==> src/sv/ckwb_pkg.sv <==
// shared types and constants for the chroma key wedge blend pipeline
package ckwb_pkg;

    localparam int NUM_STAGES = 7;

    typedef logic [NUM_STAGES-1:0] t_stage_en;

    typedef enum logic [2:0] {
        MODE_SOFTBURN     = 3'd0,
        MODE_DODGE        = 3'd1,
        MODE_MULTIPLY     = 3'd2,
        MODE_BURN         = 3'd3,
        MODE_LIGHTEN_BURN = 3'd4,
        MODE_SUBTRACT     = 3'd5,
        MODE_LINEAR_BURN  = 3'd6,
        MODE_OVERLAY      = 3'd7
    } t_mode;

    typedef enum logic [2:0] {
        CFG_KEY_MAGNITUDE = 3'd0,
        CFG_KEY_COSINE    = 3'd1,
        CFG_KEY_SINE      = 3'd2,
        CFG_INV_SLOPE     = 3'd3,
        CFG_ALPHA_GAIN    = 3'd4,
        CFG_BLACK_CLIP    = 3'd5,
        CFG_BLEND_SELECT  = 3'd6,
        CFG_SWAP_LAYERS   = 3'd7
    } t_cfg_index;

    typedef struct packed {
        logic        [19:0] key_magnitude;
        logic signed [13:0] key_cosine;
        logic signed [13:0] key_sine;
        logic        [15:0] wedge_inverse_slope;
        logic        [15:0] alpha_gain;
        logic        [19:0] black_clip;
        t_mode              blend_select;
        logic               swap_layers;
    } t_cfg;

    typedef struct packed {
        logic [7:0] y;
        logic [7:0] cb;
        logic [7:0] cr;
    } t_pixel;

    localparam logic [7:0] FULL = 8'd255;

endpackage

==> src/sv/ckwb_over.sv <==
// final alpha blend of the main pixel over the layer mix, two stages
module ckwb_over (
    input  logic                i_clk,
    input  ckwb_pkg::t_stage_en i_en,
    input  logic [7:0]          i_alpha,
    input  ckwb_pkg::t_pixel    i_main,
    input  ckwb_pkg::t_pixel    i_mix,
    output ckwb_pkg::t_pixel    o_pixel
);

    logic [7:0]       inv;
    logic [16:0]      r_xy, r_xcb, r_xcr;
    logic             r_keyed, r_solo;
    ckwb_pkg::t_pixel r_main, r_mix, r_out;

    function automatic logic [7:0] round_div(input logic [16:0] x);
        logic [16:0] s;
        s = x + 17'd1 + 17'(x[16:8]);
        return s[15:8];
    endfunction

    assign inv = ckwb_pkg::FULL - i_alpha;

    always_ff @(posedge i_clk) begin
        if (i_en[5]) begin
            r_xy    <= 17'(i_mix.y * inv)  + 17'(i_main.y * i_alpha);
            r_xcb   <= 17'(i_mix.cb * inv) + 17'(i_main.cb * i_alpha);
            r_xcr   <= 17'(i_mix.cr * inv) + 17'(i_main.cr * i_alpha);
            r_keyed <= (i_alpha == ckwb_pkg::FULL);
            r_solo  <= (i_alpha == 8'd0);
            r_main  <= i_main;
            r_mix   <= i_mix;
        end
    end

    always_ff @(posedge i_clk) begin
        if (i_en[6]) begin
            if (r_keyed) begin
                r_out <= r_main;
            end else if (r_solo) begin
                r_out <= r_mix;
            end else begin
                r_out <= '{y: round_div(r_xy), cb: round_div(r_xcb), cr: round_div(r_xcr)};
            end
        end
    end

    assign o_pixel = r_out;

endmodule
==> config.mk <==
export PLATFORM = sky130hd
export DESIGN_NAME = ckwb_over
export DESIGN_NICKNAME = d
export VERILOG_FILES = /design/src/sv/ckwb_pkg.sv /design/src/sv/ckwb_over.sv
export SDC_FILE = /design/constraint.sdc
export NUM_CORES = 1
export LEC_CHECK = 0
export BUFFER_PORTS_ARGS = -buffer_cell sky130_fd_sc_hd__buf_2
export CAP_MARGIN = 20
export CORE_AREA = 2 2 205 187
export CTS_BUF_LIST = sky130_fd_sc_hd__clkbuf_8
export DETAILED_ROUTE_END_ITERATION = 16
export DIE_AREA = 0 0 207 189
export PLACE_DENSITY = 0.67
export RECOVER_POWER = 100
export SLEW_MARGIN = 20
export SYNTH_ARGS = -nofsm -noshare
export SYNTH_HDL_FRONTEND = slang
export SYNTH_SLANG_ARGS = --single-unit
==> constraint.sdc <==
create_clock -name i_clk -period 9.86 [get_ports i_clk]
set_input_delay 0.986 -clock i_clk [delete_from_list [all_inputs] [get_ports i_clk]]
set_output_delay 0.986 -clock i_clk [all_outputs]
set_load 0.005 [all_outputs]
Word level (Yosys, flattened, before mapping)
Index checks and enable logic that the tools add are counted.
- $add $sub $neg: 10
- multipliers: 6
- eq/ne operators: 1
- muxes and demuxes: 2
- reduce and logical (&&, ||, !) cells: 1
- operator list (operator ; number):
    multiplier 8 x 8 -> 16 bit ; 6
    adder 16 x 16 -> 17 bit ; 3
    adder 16 x 1 -> 16 bit (second input constant) ; 3
    adder 16 x 9 -> 16 bit ; 3
    two-way mux 24 bit ; 2
    equality test 8 bit (second input constant) ; 1
    logical NOT 8 bit ; 1
    subtractor 8 bit (first input constant) ; 1
- register bits after elaboration: 125
- input port bits: 64
- output and inout port bits: 24
- logic and storage cells: 34

Longest topological paths before layout
- depth after elaboration: 4
- mapped depth: 23
- gate-level depth less buffers: 21

Least setup slack after synthesis
Ideal clock, no wire load.
- path type: in2reg
- from: input port i_alpha[0]
- to: register r_xcb[14] (data pin)
- setup time: 0.258 ns
- arrival: 5.995 ns
- required time: 9.602 ns
- slack: 3.607 ns
- cell stages on the path: 19
- buffers on the path: 2
- path through: clkbuf_1 -> clkbuf_1 -> nand2_1 -> fa_1 -> fa_1 -> inv_1 -> fa_1 -> fa_1 -> fa_1 -> inv_1 -> fa_1 -> inv_1 -> ha_1 -> and3_1 -> a221oi_2 -> o21ai_1 -> a21o_1 -> a21oi_1 -> xnor2_1
- word-level cells in the longest chain between the ends: 3
- elaborated cells on any way between the ends: 4
- those cells by class: add/sub (2); mul (2)
- ends and longest elaborated chain (item ; line ; source):
    start, declared ; ckwb_over.sv:5 ; input logic [7:0] i_alpha,
    subtractor 8 bit ; ckwb_over.sv:22 ; assign inv = ckwb_pkg::FULL - i_alpha;
    multiplier 8 x 8 -> 16 bit ; ckwb_over.sv:27 ; r_xcb <= 17'(i_mix.cb * inv) + 17'(i_main.cb * i_alpha);
    adder 16 x 16 -> 17 bit (*) ; ckwb_over.sv:27 ;
    end signal, assigned ; ckwb_over.sv:27 ;
    end, declared ; ckwb_over.sv:12 ; logic [16:0] r_xy, r_xcb, r_xcr;
Every way passes the cells marked *; elsewhere a longest branch is shown, timed or not.
A chain may end at the register's enable or synchronous reset.

Final worst setup path
Same ends and word-level chain as after synthesis.

==> flow_summary.toml <==
[run_status]
violations = "capacitance limit, slew limit"
status = "finished, violations left"

[worst_setup_path]
critPathSlowestCell = "clkbuf_1"
path_delay_family = "adder cells"
worstSetupStartpointType = "primary input"
arrival_ns = 7.95
critical-path-max-stage-delay_ns = 1.66
required_ns = 10.10
cp-end-kind = "flop"
cp_common_cell = "fa_1"
cp_max_fo = 47
crit_chain = "buf_2, clkbuf_1, nand2_1, fa_1, fa_1, inv_1, fa_1, fa_1, fa_1, inv_1, fa_1, inv_1, ha_1, and3_1, a221oi_1, o21ai_0, a21o_1, a21oi_1, xnor2_1"
critical_path_buf_inv_count = 5
crit_type = "primary input to flop"

[floorplanning]
core_um2 = 36900
die_area_um2 = 39100
chipHeight_um = 189
rows = 67
die_w_um = 207
pin_count = 88
start_util_pct = 49.7

[route]
drtPass1Iterations = 6
first_iter_violations = 643
drt_wl_total_um = 41500
antenna_left = 0
route.detailed.drc = 0
vias = 12300
wl_per_cell_um = 17.7
drt-vias-per-instance = 5.23

[synthesis]
synth_common_cells = "inv_1 (401), fa_1 (291), ha_1 (216), and2_1 (127), edfxtp_1 (125)"
synthFlopType = "edfxtp_1"
synthArstFlopShare_pct = 0
synth_most_common_cell = "inv_1"
synth_area_um2 = 18300
avgSynthCellArea_um2 = 10.3
synthCells = 1784
yosysWarnings = 0
yosysTopAreaCell = "fa_1"
synth_seq_cells = 125
netlist_top_cells_area = "fa_1 (32%), edfxtp_1 (20%), ha_1 (15%)"
yosysSeqAreaShare_pct = 20.5
ys_types = 54
synth_edf_count = 125
synth.top_cell.area_share_pct = 31.8

[clocking]
cts.sinks = 125
cts_hold_buf = 0
clk_latency_ns = 0.48
cts_tree = "done"
numCtsBuffers = 17
clkTransAtPathRegs_ns = 0.09
cts_resized = 0
htree_levels = 4
post_cts_buffers = 0
clk_path_buf_depth = 2
cts_root_buf = "clkbuf_8"

[timing]
finalSetupViolations = 0
final.setup.tns_ns = 0
fmax_mhz = 130
finClkSkew_ns = 0.0195
drv_slew = 177
finalHoldViolCount = 0
holdWs_ns = 0.538
slew_headroom_pct = -178
min_period_over_period_pct = 78.3
worst_pin_slew_ns = 4.17
fin_crit_ns = 7.72
worst_slack_ns = 2.14
rsz0062_at_grt = "no"

[layout]
drive_gt1_share_pct = 3.76
instances_no_fill = 2347
diodes = 0
nets = 2422
areaGrowthSynthToFinish_pct = 6.53
fill_cells = 3360

[placement]
dp_worst_setup_slack_ns = 2.87
place_congestion = 0.816
dp_cells = 2315
post-dp-hpwl_um = 30900
port_buffers = 82

[flow_run]
max-cap-violations = 4

[global_route]
grt_pass1_wl_um = 69300
grt_use_total_pct = 22.5
first_global_vias = 13300
antenna_found_initial = 1
grt_start_max_net_pins = 74
grt.overflow.total = 0

[power_and_ir_drop]
power.density_nw_per_um2 = 325
p_leak_nw = 9.38
max-vdd-ir-drop_mv = 0.265
p_total_mw = 6.35

[min_path]
hp-class = "flop to flop"
## registers in the layout, summed over array words and instances, names as in the netlist
register / count
r_main: 24
r_xcb: 17
r_xcr: 17
r_keyed: 1
r_solo: 1
r_xy: 17
r_mix: 24
o_pixel: 24
## metal layers
metal | wire length, um | GRT usage [%]
met1 | 18500 | 30.3
met2 | 20100 | 38.2
met3 | 1950 | 3.10
met4 | 905 | 6.32
met5 | 0 | 0
## final timing paths
kind               from          to  slack (ns)  cells after the start
max reg2reg      r_solo  o_pixel[0]        6.96                      2
min reg2reg   r_main[9]  o_pixel[9]        0.54                      1
max          i_alpha[0]   r_xcb[14]        2.14                     19
min           r_main[9]  o_pixel[9]        0.54                      1
## area by class of cell
type	count	area (um2)	share of cell area (%)
Timing Repair Buffer	92	407	2.08
Sequential cell	125	3750	19.2
Multi-Input combinational cell	1213	12900	65.9
Clock inverter	15	153	0.782
Inverter	402	1510	7.73
Clock buffer	17	234	1.20
Tap cell	483	604	3.10
## cell families (layout without fill, tap and decap cells)
kind of cell	Yosys count	in the layout	synth area share, %
compound gates	149	149	5.36
xor+xnor	62	62	2.96
fa+ha+maj	507	507	46.6
buf+inv	448	526	9.18
flops	125	125	20.5
mux	6	6	0.362
other cells	1	3	0.0205
simple gates	486	486	15.1
## where the power goes
| group | switching, mW | total (mW) | internal [mW] |
|---|---|---|---|
| combinational | 2.62 | 4.78 | 2.15 |
| clock | 0.256 | 0.464 | 0.208 |
| sequential | 0.107 | 1.11 | 1.00 |
| total | 2.98 | 6.35 | 3.36 |
## through the flow
stage          area (um2)  utilization, %
4_1_cts             19600            53.2
5_1_grt             19500            52.9
6_report            19500            52.9
3_5_place_dp        19200            52.2
2_1_floorplan       18300               -
3_3_place_gp        19200            52.2
## placed cells by master (no fill, tap or decap), types with 5 or more instances in the layout
master and count:
a21o_1 15, a21oi_1 32, a22oi_1 18, and2_0 10
and2_1 117, and3_1 5, buf_2 25, buf_4 8
clkbuf_1 58, clkbuf_8 17, edfxtp_1 125, fa_1 291
ha_1 216, inv_1 401, inv_6 5, nand2_1 86
nand2b_1 82, nand3_1 11, nand4_1 6, nor2_1 25
nor2b_1 117, nor3_1 12, o21a_1 11, o21ai_0 28
o21ai_1 8, o21bai_1 6, xnor2_1 37, xor2_1 25
(Power assumes the default switching activity.)
