===== src/sv/ckwb_pkg.sv =====
// shared types and constants for the chroma key wedge blend pipeline
package ckwb_pkg;

    localparam int NUM_STAGES = 7;

    typedef logic [NUM_STAGES-1:0] t_stage_en;

    typedef enum logic [2:0] {
        MODE_SOFTBURN     = 3'd0,
        MODE_DODGE        = 3'd1,
        MODE_MULTIPLY     = 3'd2,
        MODE_BURN         = 3'd3,
        MODE_LIGHTEN_BURN = 3'd4,
        MODE_SUBTRACT     = 3'd5,
        MODE_LINEAR_BURN  = 3'd6,
        MODE_OVERLAY      = 3'd7
    } t_mode;

    typedef enum logic [2:0] {
        CFG_KEY_MAGNITUDE = 3'd0,
        CFG_KEY_COSINE    = 3'd1,
        CFG_KEY_SINE      = 3'd2,
        CFG_INV_SLOPE     = 3'd3,
        CFG_ALPHA_GAIN    = 3'd4,
        CFG_BLACK_CLIP    = 3'd5,
        CFG_BLEND_SELECT  = 3'd6,
        CFG_SWAP_LAYERS   = 3'd7
    } t_cfg_index;

    typedef struct packed {
        logic        [19:0] key_magnitude;
        logic signed [13:0] key_cosine;
        logic signed [13:0] key_sine;
        logic        [15:0] wedge_inverse_slope;
        logic        [15:0] alpha_gain;
        logic        [19:0] black_clip;
        t_mode              blend_select;
        logic               swap_layers;
    } t_cfg;

    typedef struct packed {
        logic [7:0] y;
        logic [7:0] cb;
        logic [7:0] cr;
    } t_pixel;

    localparam logic [7:0] FULL = 8'd255;

endpackage


===== src/sv/ckwb_key.sv =====
// key alpha path: chroma rotation, wedge distance, gain and clamp over five stages
module ckwb_key (
    input  logic              i_clk,
    input  ckwb_pkg::t_stage_en i_en,
    input  ckwb_pkg::t_cfg    i_cfg,
    input  logic [7:0]        i_cb,
    input  logic [7:0]        i_cr,
    output logic [7:0]        o_alpha
);

    logic signed [7:0]  uc, vc;
    logic signed [21:0] r_ucc, r_vcs, r_vcc, r_ucs;
    logic signed [22:0] n_sx, n_sy;
    logic signed [10:0] r_xx;
    logic signed [10:0] n_yy_s;
    logic        [9:0]  r_yy;
    logic        [25:0] n_yslope;
    logic signed [27:0] n_dist, r_dist;
    logic signed [28:0] n_diff;
    logic signed [45:0] r_prod;
    logic signed [25:0] n_sh;
    logic        [7:0]  r_alpha;

    // offset binary to two's complement
    assign uc = {~i_cb[7], i_cb[6:0]};
    assign vc = {~i_cr[7], i_cr[6:0]};

    always_ff @(posedge i_clk) begin
        if (i_en[0]) begin
            r_ucc <= uc * i_cfg.key_cosine;
            r_vcs <= vc * i_cfg.key_sine;
            r_vcc <= vc * i_cfg.key_cosine;
            r_ucs <= uc * i_cfg.key_sine;
        end
    end

    assign n_sx   = 23'(r_ucc) + 23'(r_vcs);
    assign n_sy   = 23'(r_vcc) - 23'(r_ucs);
    assign n_yy_s = n_sy[22:12];

    always_ff @(posedge i_clk) begin
        if (i_en[1]) begin
            r_xx <= n_sx[22:12];
            r_yy <= n_yy_s[10] ? 10'(-n_yy_s) : 10'(n_yy_s);
        end
    end

    assign n_yslope = r_yy * i_cfg.wedge_inverse_slope;
    assign n_dist   = 28'(signed'({1'b0, i_cfg.key_magnitude}))
                    - (28'(r_xx) <<< 12)
                    + 28'(signed'({1'b0, n_yslope}));

    always_ff @(posedge i_clk) begin
        if (i_en[2]) begin
            r_dist <= n_dist;
        end
    end

    assign n_diff = 29'(r_dist) - 29'(signed'({1'b0, i_cfg.black_clip}));

    always_ff @(posedge i_clk) begin
        if (i_en[3]) begin
            r_prod <= n_diff * signed'({1'b0, i_cfg.alpha_gain});
        end
    end

    assign n_sh = r_prod[45:20];

    always_ff @(posedge i_clk) begin
        if (i_en[4]) begin
            if (n_sh[25]) begin
                r_alpha <= 8'd0;
            end else if (n_sh > 26'sd255) begin
                r_alpha <= ckwb_pkg::FULL;
            end else begin
                r_alpha <= n_sh[7:0];
            end
        end
    end

    assign o_alpha = r_alpha;

endmodule


===== config.mk =====
export PLATFORM = sky130hd
export DESIGN_NAME = ckwb_key
export DESIGN_NICKNAME = d
export VERILOG_FILES = /design/src/sv/ckwb_pkg.sv /design/src/sv/ckwb_key.sv
export SDC_FILE = /design/constraint.sdc
export NUM_CORES = 2
export LEC_CHECK = 0
export ABC_AREA = 1
export BUFFER_PORTS_ARGS = -buffer_cell sky130_fd_sc_hd__buf_2
export CORE_ASPECT_RATIO = 1.5
export CORE_MARGIN = 10
export CORE_UTILIZATION = 55
export DETAILED_ROUTE_END_ITERATION = 10
export GPL_TIMING_DRIVEN = 0
export PLACE_DENSITY = 0.8
export SYNTH_ARGS = -nofsm -noshare
export SYNTH_HDL_FRONTEND = slang
export SYNTH_SLANG_ARGS = --single-unit

===== constraint.sdc =====
create_clock -name i_clk -period 9.8 [get_ports i_clk]
set_input_delay 1.96 -clock i_clk [delete_from_list [all_inputs] [get_ports i_clk]]
set_output_delay 1.96 -clock i_clk [all_outputs]
set_load 0.01 [all_outputs]

## Yosys cells after proc, flatten, opt, wreduce, memory -nomap -nowiden

Cells that the tools add are included.

| cells by class | value |
|---|---|
| multiplexer cells | 2 |
| order comparisons | 1 |
| bitwise gates (word level) | 2 |
| $mul | 6 |
| $add $sub $neg | 6 |

Operators with widths:

| cell | number |
|---|---|
| $mul A8 B14 Y22 | 4 |
| $mul A29 B17 Y46 | 1 |
| $sub A28 B21 Y29 | 1 |
| $add A24 B27 Y28 | 1 |
| $gt A26 B9 Y1 const B | 1 |
| $mul A10 B16 Y26 | 1 |
| $sub A21 B23 Y24 | 1 |
| $add A22 B22 Y23 | 1 |
| $sub A22 B22 Y23 | 1 |
| $mux W10 | 1 |
| $neg A10 Y10 | 1 |
| $mux W8 | 1 |
| $not A1 Y1 | 2 |

| word-level totals | value |
|---|---|
| output and inout port bits | 8 |
| input bits | 128 |
| word-level logic and storage cells | 26 |
| register bits after elaboration | 191 |

## Logic depth before layout (Yosys ltp)

| depth | value |
|---|---|
| depth in word-level cells | 3 |
| mapped depth | 36 |
| gate-level depth less buffers | 36 |

## Worst setup path before layout

No wires, ideal clock.

| timing path | value |
|---|---|
| path kind | in2reg |
| from | in i_cfg[4] (netlist name) |
| to | reg r_prod[38] (data pin) |
| stages | 31 |
| slack | 1.362 ns |
| data arrival time | 8.186 ns |
| required time | 9.548 ns |
| cell sequence | ha_1 -> fa_1 -> inv_1 -> a21oi_1 -> o21ai_2 -> nand3_2 -> nand2_4 -> nand4_2 -> nand3b_2 -> buf_4 -> nand3_1 -> fa_1 -> fa_1 -> fa_1 -> fa_1 -> inv_1 -> fa_1 -> inv_1 -> fa_1 -> inv_1 -> ha_1 -> nand2_1 -> nor2_1 -> inv_1 -> nor3_1 -> nand3_1 -> o211a_1 -> o21ai_0 -> nand2_1 -> nand3_1 -> nand2_1 |

| between the ends | value |
|---|---|
| longest elaborated chain between the ends | 2 |

RTL lines:

| element | line | source |
|---|---|---|
| start: declaration | ckwb_key.sv:5 | `input ckwb_pkg::t_cfg i_cfg,` |
| $sub A28 B21 Y29 | ckwb_key.sv:59 | `assign n_diff = 29'(r_dist) - 29'(signed'({1'b0, i_cfg.black_clip}));` |
| $mul A29 B17 Y46 | ckwb_key.sv:63 | `r_prod <= n_diff * signed'({1'b0, i_cfg.alpha_gain});` |
| end signal: assignment | ckwb_key.sv:63 |  |
| end: declaration | ckwb_key.sv:20 | `logic signed [45:0] r_prod;` |

Every way passes these cells.
A chain may end at the register's enable or synchronous reset.

## Final worst setup path

| timing path | value |
|---|---|
| from | in i_cfg[4] (netlist name) |
| to | reg r_prod[33] (data pin) |

Same word-level chain as after synthesis.

==> results.cfg <==
[run_status]
status = finished, final reports clean

[global_route]
grt-ovfl-total = 0
grt_pass1_wl_um = 232000
grt_max_degree = 77
via_count_of_the_first_global_routing_pass = 43100
antenna_found_initial = 4
globalRouteTotalUtil_pct = 29.9

[logic_synthesis]
ys.flop_type = sky130_fd_sc_hd__edfxtp_1
syn-mean-instance-area_um2 = 8.08
synthesized_flop_and_latch_total = 171
netlist-cell-type-count = 57
post_synth_instance_area_mm2 = 0.0489
synth.top_cells.by_area = sky130_fd_sc_hd__fa_1 38%, sky130_fd_sc_hd__inv_1 13%, sky130_fd_sc_hd__ha_1 11%, sky130_fd_sc_hd__edfxtp_1 10%, sky130_fd_sc_hd__nand2_1 9.3%
synthDominantCellAreaShare_pct = 38.0
synth.yosys.seq_area_share_pct = 10.5
synth.yosys.warnings = 0
synth_top_cell_by_area = sky130_fd_sc_hd__fa_1
synth_enable_flop_cells = 171
synth.net_count = 7552
asr_flop_ratio_synth_pct = 0
syn-instance-count = 6055

[clocking]
number_of_buffers_added_by_the_clock_tree_synthesis_step = 17
worst_setup_hold_path_clk_slew_ps = 90
h-tree-depth = 4
hold_buffers = 0
max-clock-path-buffers = 2
worst_skew_pair.late_latency_ps = 500
cts.sink_count = 171
cts_root_buf = sky130_fd_sc_hd__clkbuf_16
tritoncts = built

[hold_path]
hold_crit_class = flip-flop to flip-flop
min_delay_worst_endpoint = o_alpha[4]
min_from = r_prod[24]
hold_depth = 2

[floorplan]
chipWidth_um = 263
floorplan.initialDensity_pct = 55.6
io_pins = 136
num_rows = 133
floorplan.core_area_mm2 = 0.0880
die_area_mm2 = 0.101
die_h_um = 385

[flow_run]
max-cap-violations = 0

[timing]
fin_skew_ps = 21.1
worst_pin_slew_ps = 1260
grt_setup_unrepaired = yes
final.period_utilization_pct = 98.5
layout_min_cycle_time_ps = 9650
finalMaxSlewViolations = 0
hold_viol_final = 0
max_slew_margin_pct = 15.7
setup_viol = 0
worst_hold_slack_ps = 604
max_freq_mhz = 104

[layout]
num-nets-final = 7665
finalInstanceArea_mm2 = 0.0516
post_route_cells_drive_above_1_share_pct = 4.21
most_frequent_standard_cell_in_the_layout_excluding_fill_and_tap_cells = sky130_fd_sc_hd__inv_1
area_growth_pct = 5.54
leading_cell_types_in_the_layout_fill_and_taps_excluded = 1726 x sky130_fd_sc_hd__inv_1, 1206 x sky130_fd_sc_hd__nand2_1, 928 x sky130_fd_sc_hd__fa_1, 441 x sky130_fd_sc_hd__ha_1, 348 x sky130_fd_sc_hd__nor2_1

[critical_path]
timing.critical_path.to_type = flip-flop
ff2ff_setup_slack_ps = 1420
path_max_fanout = 10
max_stage_delay_ps = 550
crit_path_top_delay_cell = sky130_fd_sc_hd__clkbuf_1
arrival_ps = 9900
timing.critical_path.buf_inv = 6
worstSetupStartpointType = input pin
critical_path.reg2reg.endpoint = r_prod[33]
crit_family = adder cells
path_common_cell = sky130_fd_sc_hd__fa_1
timing.critical_path.required_ps = 10050
r2r_cells = 26
crit-reg2reg-launch = r_dist[0]
criticalPathCategory = input pin to flip-flop

[routing]
vias_after_detailed_routing = 39700
postRouteWirelength_um = 149000
detail_routed_net_length_per_standard_cell_um = 20.4
drt_iter0_drc = 2525
drt_pre_antenna_iters = 6
drc_errors = 0
ant_nets = 0
via_per_inst = 5.41

[place]
place_area_mm2 = 0.0508
portBuffers = 92
gp_congestion = 1.04
dpl.hpwl_um = 130000
==> state kept, by name, summed over array words and instances, names as in the netlist <==
| name | flops |
|---|---|
| r_dist | 28 |
| r_prod | 26 |
| r_ucc | 22 |
| r_ucs | 22 |
| r_vcc | 22 |
| r_vcs | 22 |
| r_xx | 11 |
| r_yy | 10 |
| o_alpha | 8 |
==> final cells by class <==
| class | count | area [um2] |
|---|---|---|
| repair buffers | 94 | 498 |
| multi-input cells | 3967 | 36600 |
| inverters | 1739 | 6530 |
| clock inverters | 15 | 211 |
| fillers | 7925 | 36400 |
| flip-flops and latches | 171 | 5130 |
| diodes | 4 | 10.0 |
| well taps | 1147 | 1440 |
| plain buffers | 178 | 729 |
| clock buffers | 17 | 425 |
==> worst max-delay path by stage <==
stage / start / to / slack [ps] / depth (start not counted)
finish: i_cfg[4] / r_prod[33] / 150 / 26
global route: i_cfg[17] / r_prod[33] / -150 / 26
CTS: i_cfg[16] / r_prod[40] / 20 / 30
detailed placement: i_cfg[15] / r_prod[41] / -750 / 28
global placement: i_cfg[15] / r_prod[41] / -720 / 28
floorplan: i_cfg[4] / r_prod[38] / 1360 / 31
==> synth_stat cells, types with 3 or more instances <==
cell	number
sky130_fd_sc_hd__a31oi_1	18
sky130_fd_sc_hd__inv_1	1728
sky130_fd_sc_hd__nand3_2	3
sky130_fd_sc_hd__o211ai_1	7
sky130_fd_sc_hd__xnor2_1	76
sky130_fd_sc_hd__buf_4	5
sky130_fd_sc_hd__a21oi_1	239
sky130_fd_sc_hd__clkinv_1	5
sky130_fd_sc_hd__fa_1	928
sky130_fd_sc_hd__a21boi_0	9
sky130_fd_sc_hd__o21ai_1	12
sky130_fd_sc_hd__o31ai_1	9
sky130_fd_sc_hd__nand2_2	4
sky130_fd_sc_hd__nor2_1	349
sky130_fd_sc_hd__nor3_1	36
sky130_fd_sc_hd__o2111ai_1	4
sky130_fd_sc_hd__nand4_1	28
sky130_fd_sc_hd__or2_1	14
sky130_fd_sc_hd__o21a_1	10
sky130_fd_sc_hd__a21o_1	23
sky130_fd_sc_hd__a211oi_1	4
sky130_fd_sc_hd__clkbuf_1	130
sky130_fd_sc_hd__nand3_1	177
sky130_fd_sc_hd__a21oi_2	3
sky130_fd_sc_hd__xor2_2	6
sky130_fd_sc_hd__inv_2	6
sky130_fd_sc_hd__o21ai_2	4
sky130_fd_sc_hd__nor4_1	19
sky130_fd_sc_hd__ha_1	441
sky130_fd_sc_hd__buf_2	13
sky130_fd_sc_hd__buf_6	3
sky130_fd_sc_hd__o21bai_1	21
sky130_fd_sc_hd__edfxtp_1	171
sky130_fd_sc_hd__o221ai_1	3
sky130_fd_sc_hd__nand2_1	1208
sky130_fd_sc_hd__o21ai_0	116
sky130_fd_sc_hd__nand3b_1	6
sky130_fd_sc_hd__buf_1	27
sky130_fd_sc_hd__or2_2	59
sky130_fd_sc_hd__xor2_1	109
sky130_fd_sc_hd__nor3_2	3
==> layer usage <==
layer	vias to the layer above	global-route usage [%]	part of all wire [%]
met5	-	0	0
met1	19500	29.1	32
met2	1543	54.9	52
met4	0	25.4	9.7
met3	564	4.35	5.8
li1	18100	-	-
==> repair_timing <==
action                     in CTS  in global routing
setup endpoints to repair       1                 15
gates resized for setup         2                 25
setup buffers                   0                  1
pin swaps                       1                  4
==> cell families after synthesis <==
logic type | synth area share (%)
DFF | 10.5
xor gates and xnor gates | 3.64
buffers and inverters | 14.8
and+or+nand+nor | 16.1
adders and majority gates | 49.3
AOI/OAI and AO/OA | 5.67
==> through the flow <==
| step | worst slack (ps) | utilization (%) | TNS [ps] | instances |
|---|---|---|---|---|
| 2_1_floorplan | 1360 | - | 0 | 6055 |
| 3_5_place_dp | -751 | 57.7 | -4080 | 7295 |
| 3_3_place_gp | -715 | 57.7 | -3800 | 7294 |
| 5_1_grt | -150 | 58.6 | -154 | 7329 |
| 4_1_cts | 19.7 | 58.5 | 0 | 7327 |
| 6_report | 152 | 58.6 | 0 | 7332 |
==> tightest hold or removal path, stage by stage, from the launching register on <==
cell and delay [ps]:
sky130_fd_sc_hd__edfxtp_1 330, sky130_fd_sc_hd__inv_1 40, sky130_fd_sc_hd__a21oi_1 120
Power is left out: the tool's default activity adds up to more than one toggle a clock period on the data nets, which glitch-free logic cannot reach.
