[config.mk]
export PLATFORM = sky130hd
export DESIGN_NAME = ckwb_mix
export DESIGN_NICKNAME = d
export VERILOG_FILES = /design/src/sv/ckwb_pkg.sv /design/src/sv/ckwb_mix.sv
export SDC_FILE = /design/constraint.sdc
export NUM_CORES = 1
export LEC_CHECK = 0
export BUFFER_PORTS_ARGS = -buffer_cell sky130_fd_sc_hd__buf_4
export CAP_MARGIN = 20
export CORE_ASPECT_RATIO = 0.6
export CORE_MARGIN = 2
export CORE_UTILIZATION = 55
export DETAILED_ROUTE_END_ITERATION = 6
export HOLD_SLACK_MARGIN = 0.03
export PLACE_DENSITY = 0.74
export SYNTH_ARGS = -nofsm -noshare
export SYNTH_HDL_FRONTEND = slang
export SYNTH_SLANG_ARGS = --single-unit
[constraint.sdc]
create_clock -name i_clk -period 20.1 [get_ports i_clk]
set_input_delay 5.025 -clock i_clk [delete_from_list [all_inputs] [get_ports i_clk]]
set_output_delay 5.025 -clock i_clk [all_outputs]
set_load 0.1 [all_outputs]
[src/sv/ckwb_pkg.sv]
// shared types and constants for the chroma key wedge blend pipeline
package ckwb_pkg;

    localparam int NUM_STAGES = 7;

    typedef logic [NUM_STAGES-1:0] t_stage_en;

    typedef enum logic [2:0] {
        MODE_SOFTBURN     = 3'd0,
        MODE_DODGE        = 3'd1,
        MODE_MULTIPLY     = 3'd2,
        MODE_BURN         = 3'd3,
        MODE_LIGHTEN_BURN = 3'd4,
        MODE_SUBTRACT     = 3'd5,
        MODE_LINEAR_BURN  = 3'd6,
        MODE_OVERLAY      = 3'd7
    } t_mode;

    typedef enum logic [2:0] {
        CFG_KEY_MAGNITUDE = 3'd0,
        CFG_KEY_COSINE    = 3'd1,
        CFG_KEY_SINE      = 3'd2,
        CFG_INV_SLOPE     = 3'd3,
        CFG_ALPHA_GAIN    = 3'd4,
        CFG_BLACK_CLIP    = 3'd5,
        CFG_BLEND_SELECT  = 3'd6,
        CFG_SWAP_LAYERS   = 3'd7
    } t_cfg_index;

    typedef struct packed {
        logic        [19:0] key_magnitude;
        logic signed [13:0] key_cosine;
        logic signed [13:0] key_sine;
        logic        [15:0] wedge_inverse_slope;
        logic        [15:0] alpha_gain;
        logic        [19:0] black_clip;
        t_mode              blend_select;
        logic               swap_layers;
    } t_cfg;

    typedef struct packed {
        logic [7:0] y;
        logic [7:0] cb;
        logic [7:0] cr;
    } t_pixel;

    localparam logic [7:0] FULL = 8'd255;

endpackage

[src/sv/ckwb_mix.sv]
// layer mix path: luma blend modes with a pipelined divider, chroma weighting
module ckwb_mix (
    input  logic                i_clk,
    input  ckwb_pkg::t_stage_en i_en,
    input  ckwb_pkg::t_cfg      i_cfg,
    input  ckwb_pkg::t_pixel    i_main,
    input  ckwb_pkg::t_pixel    i_second,
    output ckwb_pkg::t_pixel    o_main,
    output ckwb_pkg::t_pixel    o_mix
);

    localparam int DIV_STAGES = 4;

    typedef struct packed {
        ckwb_pkg::t_mode mode;
        logic            zero;
        logic            hi;
        logic [7:0]      direct;
    } t_ctl;

    typedef struct packed {
        ckwb_pkg::t_pixel main;
        logic [7:0]       lcb;
        logic [7:0]       lcr;
    } t_carry;

    // four restoring steps: remainder in [24:16], dividend then quotient in [15:0]
    function automatic logic [24:0] div4(input logic [24:0] st, input logic [7:0] den);
        logic [24:0] s;
        s = st;
        for (int i = 0; i < 4; i++) begin
            s = {s[23:0], 1'b0};
            if (s[24:16] >= {1'b0, den}) begin
                s[24:16] = s[24:16] - {1'b0, den};
                s[0]     = 1'b1;
            end
        end
        return s;
    endfunction

    function automatic logic [7:0] mix_c(input logic signed [17:0] p, input logic [7:0] fc);
        logic signed [10:0] s;
        s = 11'(p >>> 8) + 11'(signed'({1'b0, fc}));
        if (s[10]) begin
            return 8'd0;
        end else if (s > 11'sd255) begin
            return ckwb_pkg::FULL;
        end
        return s[7:0];
    endfunction

    logic [7:0]  fy, fcb, fcr, by, bcb, bcr, nb;
    logic [7:0]  ma, mb, n_den, n_add;
    logic [8:0]  s_ab;
    logic [9:0]  s_a2b;

    ckwb_pkg::t_mode   r_op_mode;
    logic              r_op_zero, r_op_hi;
    logic [7:0]        r_op_add, r_op_den;
    logic [15:0]       r_op_prod;
    logic signed [17:0] r_op_cbp, r_op_crp;
    logic [7:0]        r_op_fcb, r_op_fcr;
    ckwb_pkg::t_pixel  r_op_main;

    logic [24:0] r_st  [DIV_STAGES];
    logic [7:0]  r_den [DIV_STAGES];
    t_ctl        r_ctl [DIV_STAGES];
    t_carry      r_car [DIV_STAGES];

    logic [7:0]  n_direct;
    logic [15:0] q;
    logic [7:0]  qsat, ly;

    always_comb begin
        fy  = i_cfg.swap_layers ? i_second.y  : i_main.y;
        fcb = i_cfg.swap_layers ? i_second.cb : i_main.cb;
        fcr = i_cfg.swap_layers ? i_second.cr : i_main.cr;
        by  = i_cfg.swap_layers ? i_main.y    : i_second.y;
        bcb = i_cfg.swap_layers ? i_main.cb   : i_second.cb;
        bcr = i_cfg.swap_layers ? i_main.cr   : i_second.cr;
        nb  = ckwb_pkg::FULL - by;
        s_ab  = {1'b0, fy} + {1'b0, by};
        s_a2b = {2'b0, fy} + {1'b0, by, 1'b0};
        // one luma multiplier shared across modes, operands picked by mode
        ma    = fy;
        mb    = by;
        n_den = nb;
        n_add = 8'd0;
        case (i_cfg.blend_select)
            ckwb_pkg::MODE_DODGE: begin
                ma    = nb;
                mb    = nb;
                n_den = fy;
            end
            ckwb_pkg::MODE_BURN: begin
                mb = fy;
            end
            ckwb_pkg::MODE_LIGHTEN_BURN: begin
                ma = by;
                mb = ckwb_pkg::FULL;
            end
            ckwb_pkg::MODE_OVERLAY: begin
                if (by[7]) begin
                    ma = nb;
                    mb = ckwb_pkg::FULL - fy;
                end
            end
            ckwb_pkg::MODE_SUBTRACT: begin
                n_add = (s_ab >= 9'd255) ? 8'(s_ab - 9'd255) : 8'd0;
            end
            ckwb_pkg::MODE_LINEAR_BURN: begin
                if (s_a2b >= 10'd510) begin
                    n_add = ckwb_pkg::FULL;
                end else if (s_a2b >= 10'd255) begin
                    n_add = 8'(s_a2b - 10'd255);
                end
            end
            ckwb_pkg::MODE_SOFTBURN: begin
                n_add = (s_ab <= 9'd255) ? s_ab[7:0] : 8'(9'd510 - s_ab);
            end
            default: begin
                n_add = 8'd0;
            end
        endcase
    end

    always_ff @(posedge i_clk) begin
        if (i_en[0]) begin
            r_op_mode <= i_cfg.blend_select;
            r_op_zero <= (n_den == 8'd0);
            r_op_hi   <= by[7];
            r_op_add  <= n_add;
            r_op_den  <= n_den;
            r_op_prod <= ma * mb;
            r_op_cbp  <= signed'({1'b0, by}) * (signed'({1'b0, fcb}) - signed'({1'b0, bcb}));
            r_op_crp  <= signed'({1'b0, by}) * (signed'({1'b0, fcr}) - signed'({1'b0, bcr}));
            r_op_fcb  <= fcb;
            r_op_fcr  <= fcr;
            r_op_main <= i_main;
        end
    end

    always_comb begin
        case (r_op_mode)
            ckwb_pkg::MODE_MULTIPLY: n_direct = r_op_prod[15:8];
            ckwb_pkg::MODE_OVERLAY:
                n_direct = r_op_hi ? ckwb_pkg::FULL - r_op_prod[14:7] : r_op_prod[14:7];
            default: n_direct = r_op_add;
        endcase
    end

    always_ff @(posedge i_clk) begin
        if (i_en[1]) begin
            r_st[0]      <= div4({9'b0, r_op_prod}, r_op_den);
            r_den[0]     <= r_op_den;
            r_ctl[0]     <= '{mode: r_op_mode, zero: r_op_zero, hi: r_op_hi, direct: n_direct};
            r_car[0]     <= '{main: r_op_main, lcb: mix_c(r_op_cbp, r_op_fcb),
                              lcr: mix_c(r_op_crp, r_op_fcr)};
        end
        for (int k = 1; k < DIV_STAGES; k++) begin
            if (i_en[k+1]) begin
                r_st[k]  <= div4(r_st[k-1], r_den[k-1]);
                r_den[k] <= r_den[k-1];
                r_ctl[k] <= r_ctl[k-1];
                r_car[k] <= r_car[k-1];
            end
        end
    end

    assign q    = r_st[DIV_STAGES-1][15:0];
    assign qsat = (|q[15:8]) ? ckwb_pkg::FULL : q[7:0];

    always_comb begin
        case (r_ctl[DIV_STAGES-1].mode) inside
            ckwb_pkg::MODE_DODGE:
                ly = r_ctl[DIV_STAGES-1].zero ? 8'd0 : ckwb_pkg::FULL - qsat;
            ckwb_pkg::MODE_BURN, ckwb_pkg::MODE_LIGHTEN_BURN:
                ly = r_ctl[DIV_STAGES-1].zero ? ckwb_pkg::FULL : qsat;
            default:
                ly = r_ctl[DIV_STAGES-1].direct;
        endcase
    end

    assign o_main = r_car[DIV_STAGES-1].main;
    assign o_mix  = '{y: ly, cb: r_car[DIV_STAGES-1].lcb, cr: r_car[DIV_STAGES-1].lcr};

endmodule

---- Word level (Yosys, flattened, before mapping) ----
Memory sizes are Yosys's and may differ from the RTL's.
Cells that the tools add are included.
word-level totals
  memories kept ........................... 4
  memory bits (writable) .................. 344
  input port bits ......................... 160
  logic and storage cells ................. 195
  flip-flop bits (word level) ............. 113
  output and inout bits ................... 48
memory list
  name   words  bits a word  rd ports  clocked after memory_dff  write ports  RTL line        text
  r_car  4      40           4         0                         4            ckwb_mix.sv:68  t_carry r_car [DIV_STAGES];
  r_st   4      25           4         0                         4            ckwb_mix.sv:65  logic [24:0] r_st [DIV_STAGES];
  r_ctl  4      13           4         0                         4            ckwb_mix.sv:67  t_ctl r_ctl [DIV_STAGES];
  r_den  4      8            3         0                         4            ckwb_mix.sv:66  logic [7:0] r_den [DIV_STAGES];
operators by class
  eq/ne operators ......................... 11
  mux-type cells .......................... 109
  order comparisons ....................... 22
  reductions and logical operators ........ 4
  add/sub/neg operators ................... 29
  multiply operators ...................... 3
operators with widths
  cell                                                                               number
  8-bit 2-to-1 mux                                                                   51
  9-bit by 8-bit >= comparator with 1-bit output                                     15
  8-bit subtractor                                                                   11
  9-bit 2-to-1 mux                                                                   8
  8-bit one-hot mux with 3 select lines                                              2
  1-bit 2-to-1 mux                                                                   46
  8-bit subtractor (first input constant)                                            5
  9-bit by 9-bit multiplier with 18-bit output                                       2
  9-bit by 8-bit subtractor with 9-bit output                                        4
  8-bit one-hot mux with 4 select lines                                              1
  10-bit by 9-bit adder with 11-bit output                                           2
  11-bit by 9-bit greater-than comparator with 1-bit output (second input constant)  2
  3-bit == test (second input constant)                                              6
  8-bit by 8-bit subtractor with 9-bit output                                        2
  8-bit by 8-bit multiplier with 16-bit output                                       1
  8-bit one-hot mux with 2 select lines                                              1
  8-bit subtractor (second input constant)                                           2
  8-bit by 9-bit adder with 10-bit output                                            1
  10-bit by 8-bit >= comparator with 1-bit output (second input constant)            1
  10-bit by 9-bit >= comparator with 1-bit output (second input constant)            1
  8-bit by 8-bit adder with 9-bit output                                             1
  3-bit by 2-bit == test with 1-bit output (second input constant)                   3
  9-bit by 8-bit >= comparator with 1-bit output (second input constant)             1
  9-bit by 8-bit <= comparator with 1-bit output (second input constant)             1
  other kinds (7)                                                                    8

---- Longest topological paths before layout ----
Gate-level depths: netlist of run 1.
An unclocked memory read counts as a cell.
  word-level depth ........................ 13
  depth in mapped cells ................... 41
  mapped depth without buffers ............ 38

---- Least setup slack after synthesis of run 1 ----
OpenSTA, ideal clock, no wires.
  path type ............................... in2reg
  from .................................... input i_cfg[0] (netlist name)
  to ...................................... register r_op_cbp[17], data pin
  setup time .............................. 0.260 ns
  data required time ...................... 19.840 ns
  arrival time ............................ 12.804 ns
  cell stages on the path ................. 32
  buffers on the path ..................... 4
  path slack .............................. 7.036 ns
  cells stage by stage .................... buf_2 -> buf_1 -> clkbuf_1 -> buf_1 -> mux2i_1 -> ha_1 -> inv_1 -> fa_1 -> nand2_1 -> nand2_1 -> a21oi_1 -> o21ai_0 -> a21oi_1 -> o21bai_1 -> a21oi_1 -> nand2_1 -> fa_1 -> fa_1 -> inv_1 -> fa_1 -> fa_1 -> inv_1 -> fa_1 -> inv_1 -> ha_1 -> or3_1 -> o21ai_0 -> a21oi_1 -> a211oi_1 -> o31ai_1 -> a21oi_1 -> xnor2_1
between the ends
  word-level cells in the longest chain between the ends .. 3
  elaborated cells on any way between the ends .. 5
  classes of those cells .................. add/sub (1); mul (1); mux (3)
RTL lines
  item                                              RTL line                        text
  start: declaration                                ckwb_mix.sv:5                   input ckwb_pkg::t_cfg i_cfg,
  8-bit 2-to-1 mux (on tied branches)               ckwb_mix.sv:76, ckwb_mix.sv:79
  8-bit by 8-bit subtractor with 9-bit output       ckwb_mix.sv:135                 r_op_cbp <= signed'({1'b0, by}) * (signed'({1'b0, fcb}) - signed'({1'b0, bcb}));
  9-bit by 9-bit multiplier with 18-bit output (*)  ckwb_mix.sv:135
  end signal: assignment                            ckwb_mix.sv:135
  end: declaration                                  ckwb_mix.sv:61                  logic signed [17:0] r_op_cbp, r_op_crp;
Every way passes the cells marked *; elsewhere a longest branch is shown, timed or not.
A chain may end at the register's enable or synchronous reset.

---- Worst setup path in the final report of run 1 ----
  from .................................... input i_cfg[0] (netlist name)
  to ...................................... register r_op_crp[17], data pin
between the ends
  word-level cells in the longest chain between the ends .. 3
  elaborated cells on any way between the ends .. 5
  classes of those cells .................. add/sub (1); mul (1); mux (3)
RTL lines
  item                                              RTL line                        text
  8-bit 2-to-1 mux (on tied branches)               ckwb_mix.sv:77, ckwb_mix.sv:80
  8-bit by 8-bit subtractor with 9-bit output       ckwb_mix.sv:136                 r_op_crp <= signed'({1'b0, by}) * (signed'({1'b0, fcr}) - signed'({1'b0, bcr}));
  9-bit by 9-bit multiplier with 18-bit output (*)  ckwb_mix.sv:136
  end signal: assignment                            ckwb_mix.sv:136
  end: declaration                                  ckwb_mix.sv:61
Marks and branches as above.

==> impl_metrics.ini, run 1 <==
[grt]
grt_pass1_vias = 21200
antenna_found_initial = 2
grt_pass1_wl_um = 115000
grt.total_usage_pct = 25.6
grt_start_max_net_pins = 85
overflow = 0

[drt]
wl_um = 72400
vias = 21900
wire_per_inst_um = 19.9
ant_nets = 0
drtIter0Drc = 2247
drc = 0
drt_first_pass_iters = 7
via_per_inst = 6.01

[cells_and_area]
drive_gt1_share_pct = 10.7
mostFrequentLayoutCells = edfxtp_1, ha_1, inv_1, nor2_1, nand2_1
layout_commonest_cell = edfxtp_1
layout.cells.non_filler = 3642
synthToLayoutAreaGrowth_pct = 9.55
seq_area_mm2 = 0.0125
final_nets = 3498
multi_input_area_mm2 = 0.0165
fill_cells = 4286

[synthesis]
syn-num-nets = 3393
synth.avg_cell_area_um2 = 10.9
synth_cell_types = 94
syn_inst = 2789
async_flop_share_pct = 0
ys_seq_elements = 417
synth-seq-area-share_pct = 41.2
synth_ff_type = edfxtp_1
synth_area_mm2 = 0.0304
synth_edf_count = 417
yosys_warnings = 0

[clock_network]
max-clock-path-buffers = 3
tritoncts = built
cts-root-buf = clkbuf_16
htree_levels = 2
hold_buffers = 0
cts_buffers = 40
clk_pin_slew_ps = 60
post-cts-setup-buffer-count = 0
worstSkewPairLatency_ps = 560
cts_sinks = 417
cts_resized = 0

[die]
dieArea_mm2 = 0.0573
row_count = 66
coreArea_mm2 = 0.0544
die_w_um = 308
fp.dieH_um = 186
initial_utilization_pct = 55.9
io_pins = 208

[critical_path]
cp-end-kind = flip-flop
start_kind = input port
worstPathArrival_ps = 13180
critPathMaxStageDelay_ps = 770
cp_max_fo = 51
crit_required_ps = 20410
path_class = input port to flip-flop
slowest_stage = a21oi_1

[place]
place.gp.congestion = 0.922
hpwl_um = 55000
place_inst = 3563
io_buffers = 105

[sta]
tns_ps = 0
finalCritPeriodShare_pct = 64.0
slew_headroom_pct = 34.7
rsz0062_at_grt = false
timing.fmax_mhz = 77.7
finalHoldViolCount = 0
worstMarginPinSlew_ps = 980
final-setup-viol-count = 0
worst_clock_skew_ps = 21.4
period_minus_slack_ps = 12870
maxSlewViolCount = 0

[hold_path]
hold_path.class = flip-flop to flip-flop

[outcome]
status = finished, final reports clean

[run]
cap_violations = 0
==> synthesized netlist by cell type (24+ instances only) <==
cell type  number  share of area [%]
o22ai_1        29               0.60
o21ai_0       122                2.0
nand3_1        48               0.79
or3_1          24               0.49
edfxtp_1      417                 41
xnor2_1        90                2.6
clkbuf_1       44               0.54
ha_1          304                 13
a21o_1         53                1.3
mux2_2         66                2.4
o21a_1         42                1.0
a21oi_1       140                2.3
xor2_1         33               0.95
nand2b_1       55                1.1
nor2b_1        50                1.0
nor2_1        218                2.7
nor3_1         43               0.71
inv_1         292                3.6
fa_1          140                9.2
mux2i_1        49                1.6
or2_2          36               0.74
nand2_1       168                2.1
==> flip-flops by register name, indices dropped and copies added (netlist names), 3 cells and up <==
register	cells
r_car	160
r_ctl	48
r_den	24
r_op_add	8
r_op_cbp	10
r_op_crp	10
r_op_den	8
r_op_fcb	8
r_op_fcr	8
r_op_main	24
r_op_mode	3
r_op_prod	16
r_st	88
==> per-layer routing <==
layer / routed length (um) / track usage [%]
met2: 30100 / 37.4
met1: 35500 / 40.5
met3: 5760 / 3.66
met5: 0 / 0
met4: 1010 / 4.86
==> final timing paths <==
check / from / endpoint / slack, ps / cells past startpoint
worst max-delay path: i_cfg[0] / r_op_crp[17] / 7230 / 29
worst max register to register: r_den[0][1] / r_st[1][18] / 9510 / 36
worst min-delay path: r_car[0][8] / r_car[1][8] / 410 / 0
worst min register to register: r_car[0][8] / r_car[1][8] / 410 / 0
==> metrics by stage <==
step	worst slack, ps	utilization, %	hold WS (ps)	area [um2]
floorplan	7040	-	400	30400
global placement	7130	58.7	401	32000
detailed placement	6830	58.7	405	32000
CTS	7400	61.1	393	33200
global route	6710	61.2	406	33300
finish	7230	61.2	407	33300
==> area by class of cell <==
class / instances / area share [%]
Multi-Input combinational cell: 2011 / 49.6
Sequential cell: 417 / 37.6
Tap cell: 714 / 2.68
Clock buffer: 49 / 3.11
Antenna cell: 4 / 0.0300
Timing Repair Buffer: 124 / 2.91
Inverter: 300 / 3.38
Clock inverter: 23 / 0.747
==> cells by family after synthesis <==
| group | share of synthesized area (%) |
|---|---|
| AOI/OAI and AO/OA | 12.5 |
| xor gates and xnor gates | 3.54 |
| adders and majority gates | 21.7 |
| buffers and inverters | 4.53 |
| DFF | 41.2 |
| muxes | 4.23 |
| and+or+nand+nor | 12.3 |
==> worst max-delay path: cells and delay by family <==
family / cells / cell delay [ps]
simple gates: 4 / 710
fa+ha+maj: 8 / 3590
buf+inv: 5 / 810
xor+xnor: 1 / 80
compound gates: 10 / 2550
mux: 1 / 360
Power of run 1 is left out: the tool's default activity adds up to more than one toggle a clock period on the data nets, which glitch-free logic cannot reach.
==> run 2: changes to the inputs <==
- PLACE_DENSITY: 0.74 -> 0.76
- clock period: 20.1 -> 11.2 ns (I/O delays scaled with it)
==> impl_metrics.ini, run 2 (same netlist as run 1, synthesis figures left out) <==
[drt]
drt_first_pass_iters = 7
wl_um = 71600
drtIter0Drc = 2147
vias = 21900
drc = 0
ant_nets = 0
wire_per_inst_um = 19.6
via_per_inst = 6.01

[sta]
maxSlewViolCount = 0
slew_headroom_pct = 26.8
finalHoldViolCount = 0
tns_ps = 0
timing.fmax_mhz = 101
finalCritPeriodShare_pct = 88.4
final-setup-viol-count = 0
period_minus_slack_ps = 9910
worstMarginPinSlew_ps = 1090
hold_ws_ps = 403
worst_clock_skew_ps = 16.8
rsz0062_at_grt = false

[grt]
grt_pass1_vias = 21500
overflow = 0
antenna_found_initial = 4
grt.total_usage_pct = 25.6
grt_start_max_net_pins = 69
grt_pass1_wl_um = 116000

[place]
place_inst = 3575
hpwl_um = 55400
io_buffers = 105
place.gp.congestion = 0.928

[cells_and_area]
reg_top3 = r_car: 160 flops, r_st: 88 flops, r_ctl: 48 flops
synthToLayoutAreaGrowth_pct = 9.64
layout.cells.non_filler = 3649
final_nets = 3506
largest_register = r_car
multi_input_area_mm2 = 0.0165
layout_commonest_cell = edfxtp_1
mostFrequentLayoutCells = edfxtp_1, ha_1, inv_1, nor2_1, nand2_1
seq_area_mm2 = 0.0125
fill_cells = 4246
drive_gt1_share_pct = 10.9
utilization_pct = 61.3
largest_register_ffs = 160

[critical_path]
cp_max_fo = 32
cp-end-kind = flip-flop
start_kind = input port
crit_required_ps = 11490
worstPathArrival_ps = 10200
path_class = input port to flip-flop

[clock_network]
clk_pin_slew_ps = 70
max-clock-path-buffers = 3
post-cts-setup-buffer-count = 0
cts_resized = 0
cts_buffers = 39
worstSkewPairLatency_ps = 560
hold_buffers = 0
cts_sinks = 417
htree_levels = 2
cts-root-buf = clkbuf_16
tritoncts = built

[outcome]
status = finished, final reports clean

[die]
initial_utilization_pct = 55.9
die_w_um = 308
dieArea_mm2 = 0.0573
coreArea_mm2 = 0.0544
io_pins = 208
row_count = 66
fp.dieH_um = 186

[run]
cap_violations = 0

[hold_path]
hold_path.class = flip-flop to flip-flop
[run 2: cell count changes in the layout (fill, tap and decap cells not counted), sizes merged]
cell	delta
buf	+9
clkbuf	-5
inv	+2
bufinv	+1
clkinv	+1
clkinvlp	-1
[run 2: cell type report]
cell class                 instances  area share [%]
clock inverter                    26           0.859
sequential                       417            37.6
antenna                            4          0.0300
timing repair buffer             133            2.99
clock buffer                      44            2.98
multi-input combinational       2011            49.5
tap                              714            2.68
inverter                         300            3.38
[run 2: path summary, 6_finish.rpt]
check / cells past startpoint / to / startpoint / slack [ps]
worst max-delay path: 27 / r_op_cbp[17] / i_cfg[0] / 1290
worst min register to register: 0 / r_car[1][29] / r_car[0][29] / 400
worst min-delay path: 0 / r_car[1][29] / r_car[0][29] / 400
worst max register to register: 36 / r_st[1][20] / r_den[0][1] / 1330
[run 2: per-layer routing]
layer / GRT usage, % / wire length (um)
met1: 39.9 / 34200
met2: 37.7 / 29700
met3: 4.31 / 6460
met4: 5.33 / 1250
met5: 0 / 0
[run 2: metrics by stage]
stage	cell area, um2	setup WS, ps
after floorplan	30400	361
after global placement	32000	895
after detailed placement	32000	819
after CTS	33300	1360
after global routing	33300	563
final	33300	1290
[run 2: worst max-delay path: stages]
cell and delay (ps):
buf_4 390, mux2_2 440, ha_1 310, nor2b_1 130
o21ai_0 200, a21boi_0 160, o21ai_0 220, a21boi_0 170
o21a_1 210, o21ai_1 430, nand3_1 180, fa_1 520
fa_1 540, inv_1 50, fa_1 500, fa_1 540
inv_1 50, fa_1 500, inv_1 40, ha_1 310
or3_1 110, o21ai_0 70, a21oi_1 400, a211oi_1 210
o31ai_1 400, a21oi_1 140, xnor2_1 140
Power of run 2 is left out for the same reason.
